===== src/rtl/rdc_pkg.sv =====
package rdc_pkg;

    localparam int VALUE_WIDTH_DEF = 32;
    localparam int MAX_DIGITS_DEF  = 32;
    localparam int DIGIT_W         = 4;
    localparam int CHAR_W          = 6;

    localparam logic [CHAR_W-1:0]  ASCII_ZERO  = 6'd48;
    localparam logic [CHAR_W-1:0]  ASCII_NINE  = 6'd57;
    localparam logic [DIGIT_W-1:0] RADIX_MIN   = 4'd2;
    localparam logic [DIGIT_W-1:0] RADIX_MAX   = 4'd10;
    localparam logic [DIGIT_W-1:0] RADIX_RESET = 4'd2;

    function automatic logic [DIGIT_W-1:0] sat_radix(input logic [DIGIT_W-1:0] raw);
        logic [DIGIT_W-1:0] res;
        res = raw;
        if (raw < RADIX_MIN) begin
            res = RADIX_MIN;
        end else if (raw > RADIX_MAX) begin
            res = RADIX_MAX;
        end
        return res;
    endfunction

endpackage


===== src/rtl/rdc_if.sv =====
interface rdc_value_if #(parameter int VALUE_WIDTH = rdc_pkg::VALUE_WIDTH_DEF);
    logic                          valid;
    logic                          ready;
    logic signed [VALUE_WIDTH-1:0] value_in;

    modport source (output valid, output value_in, input ready);
    modport sink   (input valid, input value_in, output ready);
endinterface

interface rdc_digit_if;
    logic                        valid;
    logic                        ready;
    logic [rdc_pkg::CHAR_W-1:0]  digit_char;
    logic                        last_digit;
    logic                        negative_error;

    modport source (output valid, output digit_char, output last_digit,
                    output negative_error, input ready);
    modport sink   (input valid, input digit_char, input last_digit,
                    input negative_error, output ready);
endinterface

interface rdc_radix_if;
    logic                        valid;
    logic                        ready;
    logic [rdc_pkg::DIGIT_W-1:0] radix;

    modport source (output valid, output radix, input ready);
    modport sink   (input valid, input radix, output ready);
endinterface


===== src/rtl/rdc_ram.sv =====
module rdc_ram #(
    parameter int WIDTH = 4,
    parameter int DEPTH = 32
) (
    input  logic                     i_clk,
    input  logic                     i_we,
    input  logic [$clog2(DEPTH)-1:0] i_waddr,
    input  logic [WIDTH-1:0]         i_wdata,
    input  logic                     i_re,
    input  logic [$clog2(DEPTH)-1:0] i_raddr,
    output logic [WIDTH-1:0]         o_rdata
);
    logic [WIDTH-1:0] r_mem [DEPTH];
    logic [WIDTH-1:0] r_rdata;

    always_ff @(posedge i_clk) begin
        if (i_we) begin
            r_mem[i_waddr] <= i_wdata;
        end
        if (i_re) begin
            r_rdata <= r_mem[i_raddr];
        end
    end

    assign o_rdata = r_rdata;
endmodule


===== src/rtl/rdc_divider.sv =====
module rdc_divider #(
    parameter int QW = rdc_pkg::VALUE_WIDTH_DEF - 1
) (
    input  logic                        i_clk,
    input  logic                        i_rst_n,
    input  logic                        i_start,
    input  logic [QW-1:0]               i_dividend,
    input  logic [rdc_pkg::DIGIT_W-1:0] i_divisor,
    output logic                        o_done,
    output logic [QW-1:0]               o_quotient,
    output logic [rdc_pkg::DIGIT_W-1:0] o_remainder
);
    import rdc_pkg::*;

    localparam int NW = $clog2(QW + 1);

    logic [QW-1:0]      r_quot;
    logic [DIGIT_W-1:0] r_rem;
    logic [DIGIT_W-1:0] r_div;
    logic [NW-1:0]      r_cnt;
    logic               r_busy;
    logic               r_done;
    logic [DIGIT_W:0]   trial;
    logic [DIGIT_W:0]   diff;
    logic               ge;

    // One restoring step: bring down the next dividend bit and subtract if it fits.
    always_comb begin
        trial = {r_rem, r_quot[QW-1]};
        diff  = trial - {1'b0, r_div};
        ge    = (trial >= {1'b0, r_div});
    end

    always_ff @(posedge i_clk) begin
        if (!i_rst_n) begin
            r_busy <= 1'b0;
            r_done <= 1'b0;
            r_cnt  <= '0;
        end else begin
            r_done <= 1'b0;
            if (i_start) begin
                r_busy <= 1'b1;
                r_cnt  <= NW'(QW);
            end else if (r_busy) begin
                r_cnt <= r_cnt - NW'(1);
                if (r_cnt == NW'(1)) begin
                    r_busy <= 1'b0;
                    r_done <= 1'b1;
                end
            end
        end
    end

    always_ff @(posedge i_clk) begin
        if (i_start) begin
            r_quot <= i_dividend;
            r_rem  <= '0;
            r_div  <= i_divisor;
        end else if (r_busy) begin
            r_quot <= {r_quot[QW-2:0], ge};
            r_rem  <= ge ? diff[DIGIT_W-1:0] : trial[DIGIT_W-1:0];
        end
    end

    assign o_done      = r_done;
    assign o_quotient  = r_quot;
    assign o_remainder = r_rem;
endmodule


===== src/rtl/radix_digit_converter.sv =====
// Converts a signed integer into ASCII digits in a base from 2 to 10, one
// word per digit, most significant digit first, with last_digit set on the
// final word. Zero gives the single word '0'; a negative value gives one word
// with negative_error and last_digit set and digit_char zero. A radix write
// below 2 or above 10 is clamped into range, and writes are always accepted.
// One shared restoring divider produces one quotient bit per cycle, so each
// digit costs VALUE_WIDTH-1 restoring steps of division, after which the
// divider restarts on the quotient for the next digit. Once the quotient is
// zero, each digit is read back from the digit store, loaded into the output
// register and held there until it is taken, so any output stall holds the
// conversion. The input is not ready until the last word of the current
// conversion has been taken.
// If a value needs more than MAX_DIGITS digits, only the MAX_DIGITS least
// significant ones are emitted.
module radix_digit_converter #(
    parameter int VALUE_WIDTH = rdc_pkg::VALUE_WIDTH_DEF,
    parameter int MAX_DIGITS  = rdc_pkg::MAX_DIGITS_DEF
) (
    input  logic        i_clk,
    input  logic        i_rst_n,
    rdc_value_if.sink   i_value,
    rdc_digit_if.source o_digit,
    rdc_radix_if.sink   i_cfg
);
    import rdc_pkg::*;

    localparam int QW = VALUE_WIDTH - 1;
    localparam int AW = $clog2(MAX_DIGITS);
    localparam int CW = $clog2(MAX_DIGITS + 1);

    localparam logic [2:0] S_IDLE = 3'd0;
    localparam logic [2:0] S_DIV  = 3'd1;
    localparam logic [2:0] S_READ = 3'd2;
    localparam logic [2:0] S_LOAD = 3'd3;
    localparam logic [2:0] S_OUT  = 3'd4;

    logic [2:0]         r_state, n_state;
    logic [DIGIT_W-1:0] r_radix, n_radix;
    logic [CW-1:0]      r_count, n_count;
    logic [AW-1:0]      r_rd_idx, n_rd_idx;
    logic               r_out_valid, n_out_valid;
    logic [CHAR_W-1:0]  r_out_char, n_out_char;
    logic               r_out_last, n_out_last;
    logic               r_out_err, n_out_err;

    logic               div_start;
    logic [QW-1:0]      div_dividend;
    logic               div_done;
    logic [QW-1:0]      div_quot;
    logic [DIGIT_W-1:0] div_rem;
    logic               ram_we;
    logic               ram_re;
    logic [DIGIT_W-1:0] ram_rdata;
    logic [CW-1:0]      cnt_m1;

    rdc_divider #(.QW(QW)) u_div (
        .i_clk       (i_clk),
        .i_rst_n     (i_rst_n),
        .i_start     (div_start),
        .i_dividend  (div_dividend),
        .i_divisor   (r_radix),
        .o_done      (div_done),
        .o_quotient  (div_quot),
        .o_remainder (div_rem)
    );

    rdc_ram #(.WIDTH(DIGIT_W), .DEPTH(MAX_DIGITS)) u_store (
        .i_clk   (i_clk),
        .i_we    (ram_we),
        .i_waddr (r_count[AW-1:0]),
        .i_wdata (div_rem),
        .i_re    (ram_re),
        .i_raddr (r_rd_idx),
        .o_rdata (ram_rdata)
    );

    always_comb begin
        n_state      = r_state;
        n_radix      = r_radix;
        n_count      = r_count;
        n_rd_idx     = r_rd_idx;
        n_out_valid  = r_out_valid;
        n_out_char   = r_out_char;
        n_out_last   = r_out_last;
        n_out_err    = r_out_err;
        div_start    = 1'b0;
        div_dividend = i_value.value_in[QW-1:0];
        ram_we       = 1'b0;
        ram_re       = 1'b0;
        cnt_m1       = '0;

        if (i_cfg.valid) begin
            n_radix = sat_radix(i_cfg.radix);
        end

        unique case (r_state)
            S_IDLE: begin
                if (i_value.valid) begin
                    if (i_value.value_in[VALUE_WIDTH-1]) begin
                        n_out_valid = 1'b1;
                        n_out_char  = '0;
                        n_out_last  = 1'b1;
                        n_out_err   = 1'b1;
                        n_state     = S_OUT;
                    end else begin
                        div_start = 1'b1;
                        n_count   = '0;
                        n_state   = S_DIV;
                    end
                end
            end
            S_DIV: begin
                if (div_done) begin
                    if (r_count < CW'(MAX_DIGITS)) begin
                        ram_we  = 1'b1;
                        n_count = r_count + CW'(1);
                    end
                    if (div_quot != '0) begin
                        div_start    = 1'b1;
                        div_dividend = div_quot;
                    end else begin
                        cnt_m1   = n_count - CW'(1);
                        n_rd_idx = cnt_m1[AW-1:0];
                        n_state  = S_READ;
                    end
                end
            end
            S_READ: begin
                ram_re  = 1'b1;
                n_state = S_LOAD;
            end
            S_LOAD: begin
                n_out_valid = 1'b1;
                n_out_char  = ASCII_ZERO + {{(CHAR_W-DIGIT_W){1'b0}}, ram_rdata};
                n_out_last  = (r_rd_idx == '0);
                n_out_err   = 1'b0;
                n_state     = S_OUT;
            end
            S_OUT: begin
                if (o_digit.ready) begin
                    n_out_valid = 1'b0;
                    if (r_out_last) begin
                        n_state = S_IDLE;
                    end else begin
                        n_rd_idx = r_rd_idx - AW'(1);
                        n_state  = S_READ;
                    end
                end
            end
            default: begin
                n_state = S_IDLE;
            end
        endcase
    end

    always_ff @(posedge i_clk) begin
        if (!i_rst_n) begin
            r_state     <= S_IDLE;
            r_radix     <= RADIX_RESET;
            r_count     <= '0;
            r_out_valid <= 1'b0;
        end else begin
            r_state     <= n_state;
            r_radix     <= n_radix;
            r_count     <= n_count;
            r_out_valid <= n_out_valid;
        end
    end

    always_ff @(posedge i_clk) begin
        r_rd_idx   <= n_rd_idx;
        r_out_char <= n_out_char;
        r_out_last <= n_out_last;
        r_out_err  <= n_out_err;
    end

    assign i_value.ready          = (r_state == S_IDLE);
    assign i_cfg.ready            = 1'b1;
    assign o_digit.valid          = r_out_valid;
    assign o_digit.digit_char     = r_out_char;
    assign o_digit.last_digit     = r_out_last;
    assign o_digit.negative_error = r_out_err;
endmodule


===== src/flat_wrapper.sv =====
// flat-port wrapper written by rule: the top's interface ports become plain ports
module radix_digit_converter_flat import rdc_pkg::*;
#(
    parameter int VALUE_WIDTH = rdc_pkg::VALUE_WIDTH_DEF,
    parameter int MAX_DIGITS  = rdc_pkg::MAX_DIGITS_DEF
)
  (i_clk, i_rst_n, i_value_valid, i_value_value_in, i_value_ready, o_digit_valid, o_digit_digit_char, o_digit_last_digit, o_digit_negative_error, o_digit_ready, i_cfg_valid, i_cfg_radix, i_cfg_ready);
  rdc_value_if #(.VALUE_WIDTH(VALUE_WIDTH)) i_value_i ();
  rdc_digit_if o_digit_i ();
  rdc_radix_if i_cfg_i ();
  input  logic i_clk;
  input  logic i_rst_n;
  input wire logic [$bits(i_value_i.valid)-1:0] i_value_valid;
  input wire logic [$bits(i_value_i.value_in)-1:0] i_value_value_in;
  output wire logic [$bits(i_value_i.ready)-1:0] i_value_ready;
  output wire logic [$bits(o_digit_i.valid)-1:0] o_digit_valid;
  output wire logic [$bits(o_digit_i.digit_char)-1:0] o_digit_digit_char;
  output wire logic [$bits(o_digit_i.last_digit)-1:0] o_digit_last_digit;
  output wire logic [$bits(o_digit_i.negative_error)-1:0] o_digit_negative_error;
  input wire logic [$bits(o_digit_i.ready)-1:0] o_digit_ready;
  input wire logic [$bits(i_cfg_i.valid)-1:0] i_cfg_valid;
  input wire logic [$bits(i_cfg_i.radix)-1:0] i_cfg_radix;
  output wire logic [$bits(i_cfg_i.ready)-1:0] i_cfg_ready;
  assign i_value_i.valid = i_value_valid;
  assign i_value_i.value_in = i_value_value_in;
  assign i_value_ready = i_value_i.ready;
  assign o_digit_valid = o_digit_i.valid;
  assign o_digit_digit_char = o_digit_i.digit_char;
  assign o_digit_last_digit = o_digit_i.last_digit;
  assign o_digit_negative_error = o_digit_i.negative_error;
  assign o_digit_i.ready = o_digit_ready;
  assign i_cfg_i.valid = i_cfg_valid;
  assign i_cfg_i.radix = i_cfg_radix;
  assign i_cfg_ready = i_cfg_i.ready;
  radix_digit_converter #(.VALUE_WIDTH(VALUE_WIDTH), .MAX_DIGITS(MAX_DIGITS)) u_core (.i_clk(i_clk), .i_rst_n(i_rst_n), .i_value(i_value_i), .o_digit(o_digit_i), .i_cfg(i_cfg_i));
endmodule

===== config.mk =====
export PLATFORM = sky130hd
export DESIGN_NAME = radix_digit_converter_flat
export DESIGN_NICKNAME = d
export VERILOG_FILES = /design/src/rtl/rdc_pkg.sv /design/src/rtl/rdc_if.sv /design/src/rtl/rdc_ram.sv /design/src/rtl/rdc_divider.sv /design/src/rtl/radix_digit_converter.sv /design/src/flat_wrapper.sv
export SDC_FILE = /design/constraint.sdc
export NUM_CORES = 1
export LEC_CHECK = 0
export BUFFER_PORTS_ARGS = -buffer_cell sky130_fd_sc_hd__clkbuf_2
export CORE_MARGIN = 1
export CORE_UTILIZATION = 66
export DETAILED_ROUTE_END_ITERATION = 12
export PLACE_DENSITY = 0.84
export SYNTH_ARGS = -nofsm -noshare
export SYNTH_HDL_FRONTEND = slang
export SYNTH_HIERARCHICAL = 1
export SYNTH_SLANG_ARGS = --single-unit

===== constraint.sdc =====
create_clock -name i_clk -period 5.2 [get_ports i_clk]
set_input_delay 0.26 -clock i_clk [delete_from_list [all_inputs] [get_ports i_clk]]
set_output_delay 0.26 -clock i_clk [all_outputs]
set_load 0.02 [all_outputs]

==> impl_metrics.py, run 1 <==
metrics = {
    "clocking": {
        "numCtsBuffers": 21,
        "root_buffer": "clkbuf_16",
        "cts_max_level": 1,
        "clockBufferDepth": 3,
        "cts_resized": 0,
        "clkLatencyLatePin_ns": 0.48,
        "numClockSinks": 204,
        "path_clk_slew_ns": 0.06,
        "cts_tree": "done",
        "ctsHoldBuffers": 0,
        "post_cts_buffers": 0,
    },
    "timing": {
        "timing_worst_slew_pin_value_ns": 1.26,
        "fmaxAchievable_mhz": 310,
        "fin_crit_sh": 0.621,
        "tns_ns": 0,
        "fin_crit_ns": 3.23,
        "rsz0062_at_grt": "no",
        "hold_violations": 0,
        "drv_slew": 0,
        "relSlewSlack": 0.159,
        "clock_skew_ns": 0.00913,
        "setup_viol": 0,
    },
    "die": {
        "num_io_pins": 52,
        "die-width_um": 120,
        "chipHeight_um": 120,
        "coreArea_mm2": 0.0134,
        "start_util": 0.684,
        "fp.dieArea_mm2": 0.0144,
        "core.rowCount": 42,
    },
    "global_routing": {
        "grt_max_degree": 49,
        "grt_usage": 0.264,
        "antenna_found_initial": 0,
        "grt_first_pass_wirelength_um": 28500,
        "gr-total-overflow": 0,
        "grt_pass1_vias": 5287,
    },
    "setup_path": {
        "startpoint_type": "register",
        "critPathMaxFanout": 48,
        "worstReg2RegStart": "u_core/u_div/o_quotient[13]",
        "crit_type": "register to register",
        "worstReg2RegEnd": "u_core/u_div/o_remainder[3]",
        "critPathRequiredTime_ns": 5.59,
        "r2r_cells": 6,
        "cp-end-kind": "register",
        "reg2reg_slack_ns": 1.97,
        "critical_path_arrival_ns": 3.62,
    },
    "synth": {
        "syn_inst": 569,
        "synthFlopType": "edfxtp_1",
        "synth-seq-cells": 204,
        "synth_top_area_frac": 0.587,
        "yosysTopAreaCell": "edfxtp_1",
        "ys_warn_count": 6,
        "yosysSeqAreaShare": 0.641,
        "ys_types": 67,
        "syn_area_mm2": 0.00916,
        "syn_area_per_cell_um2": 16.1,
        "synth_nets": 618,
        "async_flop_share": 0,
        "synth_area_leaders": "edfxtp_1 59%, mux4_2 9.8%, mux2_2 8.0%",
        "synth_edf_count": 179,
    },
    "route": {
        "post-route-drc-count": 0,
        "wirelength_um": 18400,
        "routed_via_density": 6.46,
        "dr_total_vias": 5221,
        "wl_per_cell_um": 22.7,
        "first_iter_violations": 432,
        "postRouteAntennaNets": 0,
        "dr.pass1.iters": 5,
    },
    "power": {
        "p_comb_frac": 0.108,
        "p_leak_nw": 3.44,
        "switching_power_mw": 0.974,
        "p_seq_frac": 0.542,
        "p_sw_frac": 0.242,
        "ir_worst_vdd_v": 0.000267,
        "power_density_mw_per_mm2": 398,
        "pwr-share-clk": 0.350,
        "p_total_mw": 4.03,
        "intPower_mw": 3.06,
    },
    "place": {
        "place.gp.congestion": 0.833,
        "io_buffer_count": 50,
        "hpwl_um": 12000,
    },
    "final_layout": {
        "fin_util": 0.757,
        "fillers": 757,
        "syn_to_final_growth_pct": 10.7,
        "drive_above_1_share": 0.323,
        "final_nets": 666,
        "antenna_cells": 0,
    },
    "hold_path": {
        "worstHoldStart": "i_cfg_radix[0]",
        "holdPathStages": 3,
        "min_to": "u_core/r_radix[0]",
        "hp-class": "input pin to register",
    },
    "run_status": {
        "status": "finished, final reports clean",
    },
    "job": {
        "maxCapViolations": 0,
    },
}
[layout make-up]
cell class / instances / area [um^2] / area share
clock buffer: 31 / 593 / 0.0585
tap: 176 / 220 / 0.0217
multi-input combinational: 323 / 3060 / 0.302
sequential: 204 / 5880 / 0.579
clock inverter: 7 / 61.3 / 0.00605
inverter: 13 / 48.8 / 0.00481
timing repair buffer: 54 / 280 / 0.0276
[placed cells by master (no fill, tap or decap), types with 4 or more instances in the layout]
cell type / synthesis / final
mux2_2: 65 / 65
and2_1: 7 / 7
buf_4: 4 / 4
or3b_2: 5 / 5
nor4_1: 8 / 8
nor2_1: 51 / 51
o21a_1: 5 / 5
nor4b_1: 4 / 4
clkbuf_1: 8 / 7
nand2_1: 13 / 12
o21ai_0: 10 / 10
dfxtp_1: 25 / 25
nand3b_1: 6 / 6
xor2_1: 7 / 7
clkbuf_2: 0 / 50
ha_1: 7 / 7
mux4_2: 40 / 40
a21oi_1: 13 / 13
inv_1: 12 / 12
clkbuf_16: 0 / 21
nand2b_1: 6 / 6
xnor2_1: 8 / 8
edfxtp_1: 179 / 179
nand3_1: 6 / 6
[registers in the layout (all words and copies together), names as in the netlist]
register                       flops
u_core/o_digit.digit_char          5
u_core/o_digit.last_digit          1
u_core/o_digit.negative_error      1
u_core/o_digit.valid               1
u_core/r_count                     6
u_core/r_radix                     4
u_core/r_rd_idx                    5
u_core/r_state                     3
u_core/u_div/o_done                1
u_core/u_div/o_quotient           31
u_core/u_div/o_remainder           4
u_core/u_div/r_busy                1
u_core/u_div/r_cnt                 5
u_core/u_div/r_div                 4
u_core/u_store/o_rdata             4
u_core/u_store/r_mem             128
[Yosys cell counts (3+ instances only)]
cell	n
a21oi_1	13
and2_1	7
buf_1	3
buf_2	8
buf_4	4
buf_6	6
clkbuf_1	8
dfxtp_1	25
edfxtp_1	179
ha_1	7
inv_1	12
mux2_2	65
mux4_2	40
nand2_1	13
nand2b_1	6
nand3_1	6
nand3b_1	6
nand4_1	3
nor2_1	51
nor2b_1	3
nor3_1	3
nor3b_1	3
nor4_1	8
nor4b_1	4
o21a_1	5
o21ai_0	10
o22ai_1	3
or3_1	3
or3b_2	5
xnor2_1	8
xor2_1	7
[worst max path at each step]
stage / from / end / slack [ns] / cells after the start
after floorplan: u_core/r_state[2] / u_core/u_div/o_quotient[0] / 2.54 / 7
after global placement: u_core/u_div/o_quotient[5] / u_core/u_div/o_quotient[6] / 2.14 / 5
after detailed placement: u_core/u_div/o_quotient[13] / u_core/u_div/o_quotient[4] / 1.95 / 5
after CTS: u_core/u_div/o_quotient[13] / u_core/u_div/o_remainder[3] / 1.91 / 6
after global routing: u_core/u_div/o_quotient[13] / u_core/u_div/o_remainder[3] / 1.77 / 6
final: u_core/u_div/o_quotient[13] / u_core/u_div/o_remainder[3] / 1.97 / 6
[stage by stage]
stage / hold WS, ns / setup WS (ns) / area (um^2) / std cells
after detailed placement: 0.419 / 1.95 / 9490 / 770
final: 0.0498 / 1.97 / 10100 / 808
after global placement: 0.418 / 2.14 / 9490 / 770
after global routing: 0.0722 / 1.77 / 10100 / 808
after CTS: 0.0403 / 1.91 / 10100 / 808
after floorplan: 0.332 / 2.54 / 9160 / 569
[worst max-delay path, stage by stage (launching register included)]
cell and delay, ns:
edfxtp_1 0.40, nor4_1 0.43, nand4_1 0.31, o21ai_4 0.24, nand2_2 0.57, or2_2 0.84
o22ai_1 0.32
[routing by layer]
metal	routed length (um)	track usage	vias to the layer above
met3	1250	0.0404	28
met4	363	0.0695	0
met1	7150	0.342	2626
met2	9610	0.469	237
li1	-	-	2330
met5	0	0	-
[cells by family after synthesis]
logic type               after synthesis  share of synthesized area
AO/OA/AOI/OAI                         54                     0.0436
other                                  1                   0.000409
adder cells (fa/ha/maj)                8                     0.0117
XOR/XNOR                              15                     0.0143
AND/OR/NAND/NOR                      137                     0.0822
flip-flops                           204                      0.641
multiplexers                         108                      0.182
buffers and inverters                 42                     0.0249
[power by group through the flow]
stage / Sequential [mW] / Clock, mW / Combinational (mW)
floorplan: 2.16 / 0 / 0.305
global placement: 2.20 / 0 / 0.409
detailed placement: 2.22 / 0 / 0.428
CTS: 2.19 / 1.43 / 0.434
global route: 2.21 / 1.48 / 0.471
finish: 2.19 / 1.41 / 0.435
(Power assumes the default switching activity.)
==> run 2: changes to the inputs <==
CORE_UTILIZATION = 55   (was 66)
PLACE_DENSITY = 0.75   (was 0.84)
clock period = 2.64 ns   (was 5.2 ns; I/O delays follow)
==> impl_metrics.py, run 2 (synthesis gave the netlist of run 1 again) <==
metrics = {
    "die": {
        "die-width_um": 131,
        "num_io_pins": 52,
        "start_util": 0.571,
        "chipHeight_um": 131,
        "fp.dieArea_mm2": 0.0172,
        "coreArea_mm2": 0.0161,
        "core.rowCount": 46,
    },
    "final_layout": {
        "top_register": "u_core/u_store/r_mem",
        "final_nets": 685,
        "drive_above_1_share": 0.329,
        "antenna_cells": 0,
        "layout_commonest_cell": "edfxtp_1",
        "largest_reg_flops": 128,
        "syn_to_final_growth_pct": 13.7,
        "instances_no_fill": 867,
        "layout_common_cells": "179 x edfxtp_1, 65 x mux2_2, 51 x nor2_1, 50 x clkbuf_2, 40 x mux4_2",
    },
    "power": {
        "p_leak_nw": 3.55,
        "power_density_mw_per_mm2": 776,
        "intPower_mw": 6.10,
        "pwr-share-clk": 0.357,
        "p_sw_frac": 0.245,
        "switching_power_mw": 1.98,
        "ir_worst_vdd_v": 0.000539,
        "p_seq_frac": 0.505,
        "p_comb_frac": 0.138,
    },
    "global_routing": {
        "grt_usage": 0.220,
        "grt_first_pass_wirelength_um": 28500,
        "grt_max_degree": 48,
        "antenna_found_initial": 0,
        "gr-total-overflow": 0,
        "grt_pass1_vias": 5222,
    },
    "setup_path": {
        "cp_slowest_cell": "or3b_2",
        "cp-end-kind": "register",
        "crit_chain": "nor4_1 -> nand4_1 -> o21ai_4 -> nand2_2 -> buf_4 -> or3b_2 -> o311ai_1",
        "crit_type": "register to register",
        "startpoint": "u_core/u_div/o_quotient[17]",
        "cpPeakStageDelay_ns": 0.52,
        "worstReg2RegStart": "u_core/u_div/o_quotient[17]",
        "cp_num_buf_inv": 1,
        "critical_path_arrival_ns": 2.80,
        "critPathRequiredTime_ns": 3.02,
        "critPathMaxFanout": 47,
        "cp_top_family": "simple AND/OR/NAND/NOR gates",
        "startpoint_type": "register",
    },
    "timing": {
        "drv_slew": 0,
        "fin_crit_sh": 0.917,
        "setup_viol": 0,
        "clock_skew_ns": 0.0353,
        "fin_crit_ns": 2.42,
        "hold_violations": 0,
        "tns_ns": 0,
        "rsz0062_at_grt": "no",
        "relSlewSlack": 0.482,
        "fmaxAchievable_mhz": 413,
        "timing_worst_slew_pin_value_ns": 0.777,
        "setup_ws_ns": 0.220,
    },
    "route": {
        "wirelength_um": 18100,
        "dr_total_vias": 5159,
        "postRouteAntennaNets": 0,
        "routed_via_density": 5.95,
        "dr.pass1.iters": 4,
        "post-route-drc-count": 0,
        "wl_per_cell_um": 20.9,
        "first_iter_violations": 369,
    },
    "hold_path": {
        "worstHoldStart": "i_value_value_in[31]",
        "hp-class": "input pin to register",
    },
    "run_status": {
        "status": "finished, final reports clean",
    },
    "clocking": {
        "numCtsBuffers": 22,
        "numClockSinks": 204,
        "cts_tree": "done",
        "cts_resized": 0,
        "path_clk_slew_ns": 0.06,
        "root_buffer": "clkbuf_16",
        "clockBufferDepth": 3,
        "cts_max_level": 1,
        "clkLatencyLatePin_ns": 0.52,
    },
    "place": {
        "place.gp.congestion": 0.803,
        "hpwl_um": 11800,
        "pre_cts_slack_ns": 0.174,
        "dp.cells": 818,
        "io_buffer_count": 50,
    },
    "job": {
        "maxCapViolations": 0,
    },
}
-- run 2: worst reg2reg max path, cell delays in order, from the launching register on --
cell	delay [ns]
edfxtp_1	0.41
nor4_1	0.42
nand4_1	0.24
o21ai_4	0.23
nand2_2	0.07
buf_4	0.31
or3b_2	0.52
o311ai_1	0.11
-- run 2: path summary, 6_finish.rpt --
check                                                    to  slack, ns  depth (start not counted)
worst max register to register  u_core/u_div/o_remainder[1]       0.22                          7
worst min-delay path                      u_core/r_state[0]       0.02                          4
worst max-delay path            u_core/u_div/o_remainder[1]       0.22                          7
worst min register to register        u_core/u_div/r_div[1]       0.45                          0
-- run 2: timing repair --
item                      in CTS  in global routing
hold endpoints to repair       5                  0
hold buffers                  10                  0
setup buffers                  0                  0
-- run 2: through the flow --
stage                     instance area, um^2  hold WS (ns)  total power, mW   util
final                                   10400        0.0153             8.08  0.649
after global placement                   9640         0.402             5.18  0.600
after CTS                               10400       0.00213             8.13  0.649
after global routing                    10400        0.0394             8.37  0.649
after detailed placement                 9640         0.405             5.25  0.600
after floorplan                          9170         0.204             4.85      -
-- run 2: layout make-up --
cell class | instances | area [um^2]
repair buffers | 72 | 478
inverters | 13 | 48.8
clock buffers | 32 | 608
multi-input cells | 323 | 3070
clock inverters | 7 | 70.1
flip-flops and latches | 204 | 5880
fillers | 1099 | 5640
well taps | 216 | 270
-- run 2: metal layers --
layer	wire [um]	vias to the layer above	GRT usage
met5	0	-	0
met4	502	0	0.0690
met3	914	39	0.0402
met2	8910	155	0.364
met1	7780	2607	0.298
li1	-	2358	-
-- run 2: power by group through the flow --
stage	logic, mW	registers (mW)	clock network [mW]
floorplan	0.602	4.25	0
global placement	1.04	4.14	0
detailed placement	1.11	4.15	0
CTS	1.13	4.08	2.92
global route	1.23	4.10	3.04
finish	1.12	4.08	2.88
